[src/icpe_pkg.sv]
// Shared types and constants for the Ising chain phase evaluator.
// Holds the microcode ROM, the control word layouts and the fixed-point constants.
// No dependencies.
package icpe_pkg;

   // Energy accumulator width: covers 32 sites of full-scale field plus 31 bond terms.
   localparam int ACC_W = 22;
   localparam int E_W   = 21;
   localparam int STEP_W = 5;

   localparam logic signed [ACC_W-1:0] ACC_E_MAX = ACC_W'(1048575);
   localparam logic signed [ACC_W-1:0] ACC_E_MIN = -ACC_W'(1048576);
   localparam logic signed [ACC_W-1:0] ONE_Q12   = ACC_W'(4096);

   // round(2^32 / (2*pi)) and the Q30 sine polynomial coefficients
   localparam logic [31:0] INV_TWO_PI_Q32 = 32'd683565276;
   localparam logic [31:0] C1 = 32'd1686629713;
   localparam logic [31:0] C3 = 32'd693598668;
   localparam logic [31:0] C5 = 32'd85615197;
   localparam logic [31:0] C7 = 32'd5029692;
   localparam logic [31:0] C9 = 32'd172367;

   localparam logic [15:0] QUARTER_TURN = 16'd16384;
   localparam logic [14:0] ONE_Q14      = 15'd16384;

   // Request opcodes
   localparam logic OP_LOAD = 1'b0;
   localparam logic OP_EVAL = 1'b1;

   // Multiplier operations; the writeback of each follows in the cycle after it is issued
   localparam logic [2:0] MOP_NOP = 3'd0;
   localparam logic [2:0] MOP_ANG = 3'd1;
   localparam logic [2:0] MOP_U2  = 3'd2;
   localparam logic [2:0] MOP_T9  = 3'd3;
   localparam logic [2:0] MOP_T7  = 3'd4;
   localparam logic [2:0] MOP_T5  = 3'd5;
   localparam logic [2:0] MOP_T3  = 3'd6;
   localparam logic [2:0] MOP_S   = 3'd7;

   localparam logic [STEP_W-1:0] LAST_STEP = STEP_W'(17);

   typedef struct packed {
      logic       site_en;
      logic       loop;
      logic       sat_en;
      logic [2:0] mul_op;
      logic       lane;
      logic       done;
   } icpe_uword_type;

   typedef struct packed {
      logic       start;
      logic       site_en;
      logic       sat_en;
      logic [2:0] mul_op;
      logic       lane;
      logic       done;
   } icpe_ctrl_type;

   typedef struct packed {
      logic site_last;
   } icpe_status_type;

   // Lane 0 computes the cosine, lane 1 the negated sine; lanes alternate on the multiplier.
   function automatic icpe_uword_type icpe_ucode(input logic [STEP_W-1:0] step);
      icpe_uword_type w;
      w = '0;
      w.mul_op = MOP_NOP;
      unique case (step)
         STEP_W'(0): begin
            w.site_en = 1'b1;
            w.loop    = 1'b1;
         end
         STEP_W'(1):  w.sat_en = 1'b1;
         STEP_W'(2):  w.mul_op = MOP_ANG;
         STEP_W'(4):  w.mul_op = MOP_U2;
         STEP_W'(5): begin
            w.mul_op = MOP_U2;
            w.lane   = 1'b1;
         end
         STEP_W'(6):  w.mul_op = MOP_T9;
         STEP_W'(7): begin
            w.mul_op = MOP_T9;
            w.lane   = 1'b1;
         end
         STEP_W'(8):  w.mul_op = MOP_T7;
         STEP_W'(9): begin
            w.mul_op = MOP_T7;
            w.lane   = 1'b1;
         end
         STEP_W'(10): w.mul_op = MOP_T5;
         STEP_W'(11): begin
            w.mul_op = MOP_T5;
            w.lane   = 1'b1;
         end
         STEP_W'(12): w.mul_op = MOP_T3;
         STEP_W'(13): begin
            w.mul_op = MOP_T3;
            w.lane   = 1'b1;
         end
         STEP_W'(14): w.mul_op = MOP_S;
         STEP_W'(15): begin
            w.mul_op = MOP_S;
            w.lane   = 1'b1;
         end
         LAST_STEP:   w.done = 1'b1;
         default:     w.mul_op = MOP_NOP;
      endcase
      return w;
   endfunction

endpackage

[src/icpe_useq.sv]
// Microcode sequencer: step counter, control ROM lookup and the site-loop jump.
// Depends on icpe_pkg.
module icpe_useq (
   input  logic                     clock,
   input  logic                     reset,
   input  logic                     start,
   input  logic                     out_free,
   input  icpe_pkg::icpe_status_type status,
   output icpe_pkg::icpe_ctrl_type   ctrl,
   output logic                     busy
);

   logic                            busy_ff, busy_in;
   logic [icpe_pkg::STEP_W-1:0]     step_ff, step_in;
   icpe_pkg::icpe_uword_type        uw;

   assign uw = icpe_pkg::icpe_ucode(step_ff);

   always_comb begin
      busy_in = busy_ff;
      step_in = step_ff;
      if (!busy_ff) begin
         if (start) begin
            busy_in = 1'b1;
            step_in = '0;
         end
      end else if (uw.loop && !status.site_last) begin
         step_in = step_ff;
      end else if (uw.done) begin
         // hold on the last step until the result register frees up
         if (out_free) begin
            busy_in = 1'b0;
            step_in = '0;
         end
      end else begin
         step_in = step_ff + 1'b1;
      end
   end

   always_ff @(posedge clock) begin
      if (reset) begin
         busy_ff <= 1'b0;
         step_ff <= '0;
      end else begin
         busy_ff <= busy_in;
         step_ff <= step_in;
      end
   end

   always_comb begin
      ctrl.start   = start && !busy_ff;
      ctrl.site_en = busy_ff && uw.site_en;
      ctrl.sat_en  = busy_ff && uw.sat_en;
      ctrl.mul_op  = busy_ff ? uw.mul_op : icpe_pkg::MOP_NOP;
      ctrl.lane    = uw.lane;
      ctrl.done    = busy_ff && uw.done && out_free;
   end

   assign busy = busy_ff;

   ast_step_range: assert property (@(posedge clock) disable iff (reset)
      busy_ff |-> step_ff <= icpe_pkg::LAST_STEP)
      else $error("sequencer step beyond program");
   ast_loop_hold: assert property (@(posedge clock) disable iff (reset)
      busy_ff && step_ff == '0 && !status.site_last |=> busy_ff && step_ff == '0)
      else $error("site loop left early");
   ast_done_ends: assert property (@(posedge clock) disable iff (reset)
      ctrl.done |=> !busy_ff)
      else $error("sequencer still busy after done");

endmodule

[src/icpe_dp.sv]
// Datapath: field table, energy accumulator, shared 33x33 multiplier and two phase lanes.
// Driven by the control word from icpe_useq; depends on icpe_pkg.
module icpe_dp #(
   parameter int SITES = 16
) (
   input  logic                      clock,
   input  logic                      reset,
   input  icpe_pkg::icpe_ctrl_type   ctrl,
   input  logic                      ld_en,
   input  logic [3:0]                ld_site,
   input  logic signed [15:0]        ld_value,
   input  logic [15:0]               basis,
   output icpe_pkg::icpe_status_type status,
   output logic signed [icpe_pkg::E_W-1:0] energy,
   output logic signed [15:0]        phase_real,
   output logic signed [15:0]        phase_imag
);

   localparam int TBL_DEPTH = (SITES < 16) ? SITES : 16;
   localparam int IDX_W     = $clog2(TBL_DEPTH);
   localparam int SITE_W    = $clog2(SITES);
   localparam int ACC_W     = icpe_pkg::ACC_W;

   logic signed [15:0]        tbl_ff [TBL_DEPTH];
   logic [TBL_DEPTH-1:0]      basis_ff;
   logic [SITES-1:0]          spin_vec;
   logic [SITE_W-1:0]         site_ff;
   logic                      prev_ff;
   logic signed [ACC_W-1:0]   acc_ff, acc_in;
   logic signed [icpe_pkg::E_W-1:0] energy_ff, energy_in;

   logic signed [15:0]        h;
   logic                      spin;
   logic signed [ACC_W-1:0]   hx, bond;

   logic signed [32:0]        mul_a, mul_b;
   logic signed [65:0]        prod_in, prod_ff;
   logic [2:0]                wb_op_ff;
   logic                      wb_lane_ff;

   logic [30:0]               u_ff   [2];
   logic [30:0]               u2_ff  [2];
   logic [31:0]               t_ff   [2];
   logic                      flip_ff[2];
   logic signed [15:0]        res_ff [2];

   logic [15:0]               lane_ang[2];
   logic [30:0]               u_set   [2];
   logic                      flip_set[2];
   logic [31:0]               prod_q30;
   logic [31:0]               rnd;
   logic [14:0]               mag;
   logic signed [15:0]        res_in;
   logic [31:0]               t_in;

   // spins beyond the 16 basis bits are always down
   for (genvar k = 0; k < SITES; k++) begin : g_spin
      if (k < TBL_DEPTH) begin : g_bit
         assign spin_vec[k] = basis_ff[k];
      end else begin : g_zero
         assign spin_vec[k] = 1'b0;
      end
   end

   // ---------------- site pass ----------------
   always_comb begin
      spin = spin_vec[site_ff];
      h    = (32'(site_ff) < TBL_DEPTH) ? tbl_ff[site_ff[IDX_W-1:0]] : 16'sd0;
      hx   = ACC_W'(h);
      if (site_ff == '0) begin
         bond = '0;
      end else if (spin == prev_ff) begin
         bond = icpe_pkg::ONE_Q12;
      end else begin
         bond = -icpe_pkg::ONE_Q12;
      end
      acc_in = acc_ff + (spin ? hx : -hx) + bond;
      if (acc_ff > icpe_pkg::ACC_E_MAX) begin
         energy_in = icpe_pkg::E_W'(icpe_pkg::ACC_E_MAX);
      end else if (acc_ff < icpe_pkg::ACC_E_MIN) begin
         energy_in = icpe_pkg::E_W'(icpe_pkg::ACC_E_MIN);
      end else begin
         energy_in = acc_ff[icpe_pkg::E_W-1:0];
      end
   end

   assign status.site_last = (site_ff == SITE_W'(SITES - 1));

   // ---------------- shared multiplier ----------------
   always_comb begin
      unique case (ctrl.mul_op)
         icpe_pkg::MOP_NOP: begin
            mul_a = '0;
            mul_b = '0;
         end
         icpe_pkg::MOP_ANG: begin
            mul_a = 33'(energy_ff);
            mul_b = {1'b0, icpe_pkg::INV_TWO_PI_Q32};
         end
         icpe_pkg::MOP_U2: begin
            mul_a = {2'b00, u_ff[ctrl.lane]};
            mul_b = {2'b00, u_ff[ctrl.lane]};
         end
         icpe_pkg::MOP_T9: begin
            mul_a = {2'b00, u2_ff[ctrl.lane]};
            mul_b = {1'b0, icpe_pkg::C9};
         end
         icpe_pkg::MOP_T7, icpe_pkg::MOP_T5, icpe_pkg::MOP_T3: begin
            mul_a = {2'b00, u2_ff[ctrl.lane]};
            mul_b = {1'b0, t_ff[ctrl.lane]};
         end
         icpe_pkg::MOP_S: begin
            mul_a = {2'b00, u_ff[ctrl.lane]};
            mul_b = {1'b0, t_ff[ctrl.lane]};
         end
      endcase
      prod_in = mul_a * mul_b;
   end

   // ---------------- writeback ----------------
   always_comb begin
      logic [1:0]  q;
      logic [14:0] p;
      logic [14:0] pp;
      lane_ang[0] = prod_ff[43:28] + icpe_pkg::QUARTER_TURN;
      lane_ang[1] = prod_ff[43:28];
      for (int l = 0; l < 2; l++) begin
         q  = lane_ang[l][15:14];
         p  = {1'b0, lane_ang[l][13:0]};
         pp = q[0] ? (icpe_pkg::ONE_Q14 - p) : p;
         u_set[l]    = {pp, 16'h0000};
         // lane 1 carries minus sine, so its sign sense is inverted
         flip_set[l] = (l == 0) ? q[1] : !q[1];
      end
      prod_q30 = prod_ff[61:30];
      rnd      = prod_q30 + 32'd32768;
      mag      = (rnd[31:16] > 16'(icpe_pkg::ONE_Q14)) ? icpe_pkg::ONE_Q14 : rnd[30:16];
      res_in   = flip_ff[wb_lane_ff] ? -$signed({1'b0, mag}) : $signed({1'b0, mag});
      unique case (wb_op_ff)
         icpe_pkg::MOP_T9: t_in = icpe_pkg::C7 - prod_q30;
         icpe_pkg::MOP_T7: t_in = icpe_pkg::C5 - prod_q30;
         icpe_pkg::MOP_T5: t_in = icpe_pkg::C3 - prod_q30;
         icpe_pkg::MOP_T3: t_in = icpe_pkg::C1 - prod_q30;
         icpe_pkg::MOP_NOP, icpe_pkg::MOP_ANG, icpe_pkg::MOP_U2, icpe_pkg::MOP_S:
            t_in = t_ff[wb_lane_ff];
      endcase
   end

   // ---------------- control registers ----------------
   always_ff @(posedge clock) begin
      if (reset) begin
         for (int i = 0; i < TBL_DEPTH; i++) begin
            tbl_ff[i] <= '0;
         end
         wb_op_ff   <= icpe_pkg::MOP_NOP;
         wb_lane_ff <= 1'b0;
         site_ff    <= '0;
      end else begin
         if (ld_en && 32'(ld_site) < SITES) begin
            tbl_ff[ld_site[IDX_W-1:0]] <= ld_value;
         end
         wb_op_ff   <= ctrl.mul_op;
         wb_lane_ff <= ctrl.lane;
         if (ctrl.start) begin
            site_ff <= '0;
         end else if (ctrl.site_en) begin
            site_ff <= site_ff + 1'b1;
         end
      end
   end

   // ---------------- payload registers ----------------
   always_ff @(posedge clock) begin
      prod_ff <= prod_in;
      if (ctrl.start) begin
         basis_ff <= basis[TBL_DEPTH-1:0];
         acc_ff   <= '0;
      end else if (ctrl.site_en) begin
         acc_ff  <= acc_in;
         prev_ff <= spin;
      end
      if (ctrl.sat_en) begin
         energy_ff <= energy_in;
      end
      unique case (wb_op_ff)
         icpe_pkg::MOP_ANG: begin
            for (int l = 0; l < 2; l++) begin
               u_ff[l]    <= u_set[l];
               flip_ff[l] <= flip_set[l];
            end
         end
         icpe_pkg::MOP_U2: u2_ff[wb_lane_ff] <= prod_ff[60:30];
         icpe_pkg::MOP_T9, icpe_pkg::MOP_T7, icpe_pkg::MOP_T5, icpe_pkg::MOP_T3:
            t_ff[wb_lane_ff] <= t_in;
         icpe_pkg::MOP_S: res_ff[wb_lane_ff] <= res_in;
         icpe_pkg::MOP_NOP: begin
         end
      endcase
   end

   assign energy     = energy_ff;
   assign phase_real = res_ff[0];
   assign phase_imag = res_ff[1];

endmodule

[src/ising_chain_phase_eval.sv]
// Evaluate item: the microcode walks one site per cycle, then saturate, the multiplier
// steps of both phase lanes, a writeback and done.
// No new item is accepted until an evaluate item is done; a load item gives no result.
// A finished result waits in the output register while the next item is accepted.
// Reset (synchronous) clears the field table, the sequencer and the output valid.
// Top level; depends on icpe_pkg, icpe_useq and icpe_dp.
module ising_chain_phase_eval #(
   parameter int SITES = 16
) (
   input  logic                clock,
   input  logic                reset,
   input  logic                req_valid,
   output logic                req_ready,
   input  logic                req_op,
   input  logic [3:0]          req_site,
   input  logic signed [15:0]  req_field_value,
   input  logic [15:0]         req_basis_state,
   output logic                rsp_valid,
   input  logic                rsp_ready,
   output logic signed [20:0]  rsp_energy,
   output logic signed [15:0]  rsp_phase_real,
   output logic signed [15:0]  rsp_phase_imag
);

   icpe_pkg::icpe_ctrl_type   ctrl;
   icpe_pkg::icpe_status_type status;
   logic                      busy;
   logic                      out_free;
   logic                      req_fire;

   logic signed [20:0]        dp_energy;
   logic signed [15:0]        dp_real, dp_imag;

   logic                      rsp_valid_ff;
   logic signed [20:0]        rsp_energy_ff;
   logic signed [15:0]        rsp_real_ff, rsp_imag_ff;

   assign req_ready = !busy;
   assign req_fire  = req_valid && req_ready;
   assign out_free  = !rsp_valid_ff || rsp_ready;

   icpe_useq u_useq (
      .clock    (clock),
      .reset    (reset),
      .start    (req_fire && req_op == icpe_pkg::OP_EVAL),
      .out_free (out_free),
      .status   (status),
      .ctrl     (ctrl),
      .busy     (busy)
   );

   icpe_dp #(
      .SITES (SITES)
   ) u_dp (
      .clock      (clock),
      .reset      (reset),
      .ctrl       (ctrl),
      .ld_en      (req_fire && req_op == icpe_pkg::OP_LOAD),
      .ld_site    (req_site),
      .ld_value   (req_field_value),
      .basis      (req_basis_state),
      .status     (status),
      .energy     (dp_energy),
      .phase_real (dp_real),
      .phase_imag (dp_imag)
   );

   always_ff @(posedge clock) begin
      if (reset) begin
         rsp_valid_ff <= 1'b0;
      end else if (ctrl.done) begin
         rsp_valid_ff <= 1'b1;
      end else if (rsp_ready) begin
         rsp_valid_ff <= 1'b0;
      end
   end

   always_ff @(posedge clock) begin
      if (ctrl.done) begin
         rsp_energy_ff <= dp_energy;
         rsp_real_ff   <= dp_real;
         rsp_imag_ff   <= dp_imag;
      end
   end

   assign rsp_valid      = rsp_valid_ff;
   assign rsp_energy     = rsp_energy_ff;
   assign rsp_phase_real = rsp_real_ff;
   assign rsp_phase_imag = rsp_imag_ff;

   ast_no_overwrite: assert property (@(posedge clock) disable iff (reset)
      ctrl.done |-> out_free)
      else $error("result register overwritten while waiting");
   ast_eval_blocks: assert property (@(posedge clock) disable iff (reset)
      req_fire && req_op == icpe_pkg::OP_EVAL |=> !req_ready)
      else $error("evaluate item did not start the sequencer");
   ast_real_range: assert property (@(posedge clock) disable iff (reset)
      rsp_valid_ff |-> rsp_real_ff <= 16'sd16384 && rsp_real_ff >= -16'sd16384)
      else $error("cosine out of range");
   ast_imag_range: assert property (@(posedge clock) disable iff (reset)
      rsp_valid_ff |-> rsp_imag_ff <= 16'sd16384 && rsp_imag_ff >= -16'sd16384)
      else $error("sine out of range");

endmodule
[config.mk]
export PLATFORM = sky130hd
export DESIGN_NAME = ising_chain_phase_eval
export DESIGN_NICKNAME = d
export VERILOG_FILES = /design/src/icpe_pkg.sv /design/src/icpe_useq.sv /design/src/icpe_dp.sv /design/src/ising_chain_phase_eval.sv
export SDC_FILE = /design/constraint.sdc
export NUM_CORES = 2
export LEC_CHECK = 0
export BUFFER_PORTS_ARGS = -buffer_cell sky130_fd_sc_hd__buf_2
export CORE_ASPECT_RATIO = 0.75
export CORE_MARGIN = 8
export CORE_UTILIZATION = 55
export CTS_CLUSTER_DIAMETER = 100
export DETAILED_ROUTE_END_ITERATION = 7
export GPL_ROUTABILITY_DRIVEN = 0
export HOLD_SLACK_MARGIN = 0.02
export PLACE_DENSITY_LB_ADDON = 0.05
export SYNTH_ARGS = -nofsm -noshare
export SYNTH_HDL_FRONTEND = slang
export SYNTH_SLANG_ARGS = --single-unit
[constraint.sdc]
create_clock -name clock -period 10.79 [get_ports clock]
set_input_delay 1.079 -clock clock [delete_from_list [all_inputs] [get_ports clock]]
set_output_delay 1.079 -clock clock [all_outputs]
set_load 0.02 [all_outputs]
======== Word level (Yosys, flattened, before mapping) ========
Memories as Yosys holds them, arrays and structs flattened. A register that Yosys moved wholly into a read port is not among the register bits.
Cells that the tools add are included.
word-level totals
  register bits after elaboration ......... 158
  memory bits (writable) .................. 446
  bits of input ports ..................... 41
  output and inout bits ................... 55
  word-level logic and storage cells ...... 160
  memories ................................ 6
cells by class
  $add $sub $neg .......................... 14
  $mul .................................... 1
  order comparisons ....................... 4
  equality and inequality tests ........... 34
  muxes and demuxes ....................... 50
  bitwise operators ....................... 2
  reduce and logical (&&, ||, !) cells .... 37
memory list
  memory        depth  bits a word  read ports  clocked after memory_dff  wr ports  RTL line       text
  u_dp.tbl_ff   16     16           1           1                         16        icpe_dp.sv:24  logic signed [15:0] tbl_ff [TBL_DEPTH];
  u_dp.t_ff     2      32           1           0                         1         icpe_dp.sv:43  logic [31:0] t_ff [2];
  u_dp.u2_ff    2      31           1           0                         1         icpe_dp.sv:42  logic [30:0] u2_ff [2];
  u_dp.res_ff   2      16           2           2                         1         icpe_dp.sv:45  logic signed [15:0] res_ff [2];
  u_dp.u_ff     2      15           1           0                         2         icpe_dp.sv:41  logic [30:0] u_ff [2];
  u_dp.flip_ff  2      1            1           1                         2         icpe_dp.sv:44  logic flip_ff[2];
operators with widths
  operator                number
  $pmux 33 s5             1
  $pmux 32 s5             1
  $pmux 33 s4             1
  $mux 22                 3
  $mul 33x33->62          1
  $mux 15                 3
  $add 22x22->22          2
  $eq 5x4->1 const B      8
  $add 32x16->32 const B  1
  $mux 16                 2
  $sub 23x32->32 const A  1
  $sub 27x32->32 const A  1
  $sub 30x32->32 const A  1
  $sub 31x32->32 const A  1
  $sub 15x14->15 const A  2
  $mux 1                  26
  $mux 5                  5
  $eq 3x3->1 const B      8
  $gt 22x21->1 const B    1
  $lt 22x21->1 const B    1
  $neg 16->22             1
  $mux 21                 1
  $pmux 3 s7              1
  $eq 5x3->1 const B      4
  other kinds (34)        65

======== Logic depth before layout (Yosys ltp) ========
  depth in word-level cells ............... 8
  depth in mapped cells ................... 41
  depth with buffers taken out ............ 37

======== Modules after synthesis ========
A second synthesis with hierarchy kept.
unflattened totals
  cell total of the unflattened synthesis .. 6020
  area total of the unflattened synthesis .. 63490.9 µm²
modules (own cells, without submodules)
  module                  times used  cells each  area each (µm²)  sequential area each (µm²)
  icpe_dp                 1           5893        61306.3          15865.2
  ising_chain_phase_eval  1           60          1655.3           1611.5
  icpe_useq               1           67          529.3            120.1

======== Least setup slack after synthesis ========
No wires, ideal clock.
  path kind ............................... register to register
  from .................................... register u_useq.step_ff[0] (netlist name)
  to ...................................... register u_dp.prod_ff[50]
  library setup time ...................... 0.135 ns
  arrival time ............................ 9.879 ns
  data required time ...................... 10.655 ns
  setup slack ............................. 0.776 ns
  cell stages (with the launch flop) ...... 38
  buffers on the path ..................... 5
  clock period less this slack ............ 10.014 ns
  cell sequence ........................... dfxtp_1 > ha_1 > and3_1 > ha_1 > nor2_1 > a22o_1 > clkbuf_1 > buf_2 > buf_2 > buf_2 > mux2i_1 > nor2_1 > nor2_1 > clkbuf_1 > nor2_1 > fa_1 > fa_1 > fa_1 > (+2 left out) > inv_1 > fa_1 > inv_1 > fa_1 > inv_1 > fa_1 > fa_1 > ha_1 > a21oi_1 > nor2_1 > nor4b_1 > or4b_2 > a31oi_1 > a21oi_1 > o21a_1 > a311o_1 > mux2i_1 > o2111ai_1
between the ends
  word-level cells in the longest chain between the ends .. 8
  elaborated cells on any way between the ends .. 40
  those cells by class .................... mul: 1; eq/ne: 20; mux: 5; reduce/logical: 11; memory: 3
RTL lines
  item                                                                        RTL line         text
  start, declared                                                             icpe_useq.sv:14  logic [icpe_pkg::STEP_W-1:0] step_ff, step_in;
  start signal, assigned                                                      icpe_useq.sv:46  step_ff <= step_in;
  $eq 5x4->1 / $eq 5x3->1 (equally long branches)                             icpe_pkg.sv:69   unique case (step)
  $reduce_or 2->1 (no source line)                                            n/a
  $pmux 3 s7                                                                  icpe_pkg.sv:69
  $mux 3                                                                      icpe_useq.sv:54  ctrl.mul_op = busy_ff ? uw.mul_op : icpe_pkg::MOP_NOP;
  $eq 3x3->1 / $eq 3x2->1 (equally long branches)                             icpe_dp.sv:91    unique case (ctrl.mul_op)
  $reduce_or 4->1 (no source line) / $reduce_or 2->1 (equally long branches)  n/a
  $pmux 33 s5 / $pmux 33 s4 (equally long branches)                           icpe_dp.sv:91
  $mul 33x33->62 (*)                                                          icpe_dp.sv:117   prod_in = mul_a * mul_b;
  named net u_dp.prod_in[50]                                                  icpe_dp.sv:37    logic signed [65:0] prod_in, prod_ff;
  end signal, assigned                                                        icpe_dp.sv:174   prod_ff <= prod_in;
  end, declared                                                               icpe_dp.sv:37
Mark *: on every way through the listed nets, which the timed path passes. The rest lies on a longest branch. The select of a mux whose other input is x is not followed.
A chain may end at the register's enable or synchronous reset.

======== Worst setup path after layout ========
Ends and elaborated chain as after synthesis.

==> run metrics <==
status finished, violations left; failing checks design-rule violations; first-pass GRT wire length roughly 290,000 µm; DPL Wire Length between 150,000 and 200,000 µm; via count about 44,000; cts bufs inserted 67; FF+latch count, synth around 610; share of the synthesized area in the top cell type 0.335; Port-buffer cells between 90 and 100; # IOs 96; Max FO, Critical Path 15; Worst IR Drop VDD between 0.4 and 0.5 mV; root buffer cell clkbuf_16; Hold Startpoint u_dp.res_ff[1][10]$_DFFE_PP_; Max Cap Viol 0; met2 wire len ~80,000 µm; Setup Skew 0.0372 ns; sequential fraction of the synthesis area 0.278; R2R Setup Slk ~0.26 ns; DR pass1 iterations 8; floorplan die height a little over 300 µm; share of layout cells above drive strength 1 0.107; Critical Path Source u_useq.step_ff[0]$_SDFFE_PP0P_; DP Area 66,800 µm²; cell taking the most area after synthesis fa_1; CP max stage delay about 0.66 ns; core box area 115,000 µm²; Setup WS post-layout 0.261 ns; mapped cell area roughly 63,000 µm²; Reg2Reg Depth 33; Slew @ Worst Pin about 1.2 ns; Pins Over Slew Limit 0; Final setup viols 0; ANT nets after route 0; initial antenna violation count 4; clk_lat worst skew between 0.6 and 0.7 ns; Overall Power approximately 12 mW; GRT overflow 0; P_leak ~31 nW; Tmin final roughly 11 ns; HP Class reg -> reg; CTS tree built; Avg WL per Cell roughly 25 µm; critical path's slowest cell or4b_2; Worst EP required 11.24 ns; ratio of final minimum period to clock period 0.976; commonest cells in the netlist fa_1 (1,062), inv_1 (1,037), nor2_1 (867), edfxtp_1 (536), nand2_1 (449); largest net degree at the start of global routing between 50 and 60; hold-critical path depth 0; initial core utilization 0.551; CP dominant cell by count fa_1; metal3 WL roughly 23,000 µm; top cells by area, synth fa_1 (34%), edfxtp_1 (25%), inv_1 (6.1%); synth warn 0; Syn Inst Count between 6,000 and 7,000; EDFF count, synth about 540; achievable frequency 95.0 MHz; Post-Syn Area per Cell about 11 µm²; filler instances between 9,000 and 10,000; final wirelength 192,000 µm; floorplan row count around 110; htree depth 3; Worst setup EP type flip-flop; Layout Nets roughly 7,500; Hold Violations, Final 0; finished layout cell area around 69,000 µm²; die area 127,000 µm²; clock transition at the registers of the reported paths ~0.060 ns; CP Launch Type flip-flop; synthesis-to-layout area growth 9.27%; DR vias/cell 5.70; DRC violations left 3; clk sinks about 610; Post-synth top flop edfxtp_1; Initial DRC Count 4,543; vias in the first global route 45,300; Unique masters post-synth 84; worst hold endpoint rsp_phase_imag[10]$_DFFE_PP_; WL met1 between 80,000 and 90,000 µm; Clock Path Buffers 3; Worst EP arrival between 10 and 15 ns; Top Metal Used met5; pre-CTS setup slack between 0.09 and 0.1 ns; Setup CP Type reg -> reg; relative slew slack 0.216; GRT Total Usage 0.306; ys async rst share 0; Die X between 400 and 500 µm; count leader, synth fa_1; reg2reg start u_useq.step_ff[0]$_SDFFE_PP0P_; P per Cell Area approximately 180 nW/µm²; reg2reg end u_dp.prod_ff[50]$_DFF_P_
==> metrics by stage <==
stage                     hold WS (ns)  std cells  setup TNS [ns]  utilization
after floorplan                  0.400       6067               0            -
after global placement           0.401       7634               0        0.581
after detailed placement         0.405       7634               0        0.581
after CTS                        0.414       7757               0        0.600
after global routing             0.421       7773         -0.0935        0.603
final                            0.415       7774               0        0.603
==> power by group <==
part	leakage (nW)	switching (mW)	internal [mW]
Sequential	5.89	0.290	2.93
Clock	1.05	0.969	1.32
Combinational	24.2	3.92	2.98
==> placed cells by master (no fill, tap or decap), types with 12 or more instances in the layout <==
cell	count
buf_4	236
conb_1	31
clkbuf_1	18
a21o_1	55
nand2b_1	56
o21ai_1	12
o21ai_0	93
edfxtp_1	536
a211oi_1	20
and2_1	267
mux2i_1	71
nor3_1	46
buf_2	95
or2_2	41
fa_1	1062
inv_1	1035
o21a_1	33
dfxtp_1	73
nand3_1	39
nand2_1	449
a21oi_1	130
o21bai_1	17
a31oi_1	20
nor2_1	850
nand4_1	16
mux4_2	84
o211ai_1	12
o22ai_1	16
ha_1	254
nor2b_1	17
xor2_1	49
clkbuf_16	69
or3_1	18
xnor2_1	134
and3_1	22
==> cells by family (layout without fill, tap and decap cells) <==
family / Yosys count / count (layout) / share of synthesized area
adders and majority gates: 1326 / 1326 / 0.387
DFF: 611 / 611 / 0.278
and+or+nand+nor: 1904 / 1905 / 0.135
muxes: 171 / 171 / 0.0437
buffers and inverters: 1340 / 1504 / 0.0800
other: 2 / 32 / 0.000118
AOI/OAI and AO/OA: 501 / 502 / 0.0512
xor gates and xnor gates: 183 / 183 / 0.0253
==> how the worst max path moves through the flow <==
stage / endpoint / cells past startpoint / slack, ns
floorplan: u_dp.prod_ff[50]$_DFF_P_ / 37 / 0.78
global placement: u_dp.prod_ff[61]$_DFF_P_ / 33 / 0.21
detailed placement: u_dp.prod_ff[61]$_DFF_P_ / 33 / 0.1
CTS: u_dp.prod_ff[61]$_DFF_P_ / 33 / 0.03
global route: u_dp.prod_ff[56]$_DFF_P_ / 36 / -0.04
finish: u_dp.prod_ff[50]$_DFF_P_ / 33 / 0.26
==> timing repair <==
item | CTS | global route
setup buffers | 0 | 14
resized for setup | 1 | 42
cloned | 0 | 2
pin swaps | 0 | 6
hold buffers | 0 | 0
setup endpoints to repair | 1 | 16
==> registers in the layout, indices dropped and copies added (netlist names), named ones only <==
name	cells
u_dp.wb_lane_ff	1
u_useq.busy	1
u_dp.energy	21
u_dp.prev_ff	1
u_dp.u_ff	29
u_dp.res_ff	32
rsp_valid	1
u_dp.t_ff	64
u_dp.tbl_ff	256
u_dp.site_ff	4
u_dp.flip_ff	2
rsp_phase_real	16
u_useq.step_ff	5
rsp_energy	21
u_dp.acc_ff	22
u_dp.basis_ff	16
u_dp.prod_ff	34
rsp_phase_imag	16
u_dp.wb_op_ff	3
u_dp.u2_ff	62
==> worst max-delay path, delay by kind of cell, from the launching register on <==
| kind | cells | cell delay [ns] |
|---|---|---|
| fa+ha+maj | 11 | 4.85 |
| compound gates | 9 | 2.12 |
| simple gates | 4 | 1.31 |
| buf+inv | 7 | 1.11 |
| mux | 2 | 0.58 |
| flops | 1 | 0.36 |
==> routing by layer <==
metal	up-vias	track usage
met5	-	0
met4	4	0.0721
met3	256	0.0806
met2	2153	0.435
met1	22600	0.470
li1	19300	-
==> cell type report <==
cell class | count | area, µm² | share of cell area
Clock inverter | 35 | 364 | 0.00525
Clock buffer | 88 | 1810 | 0.0261
Sequential cell | 611 | 17600 | 0.254
Inverter | 1040 | 3910 | 0.0564
Tap cell | 1540 | 1930 | 0.0278
Antenna cell | 1 | 2.50 | 0.0000361
Timing Repair Buffer | 341 | 2450 | 0.0353
Multi-Input combinational cell | 4118 | 41200 | 0.595
No activity file was read; power rests on OpenSTA's default activity.
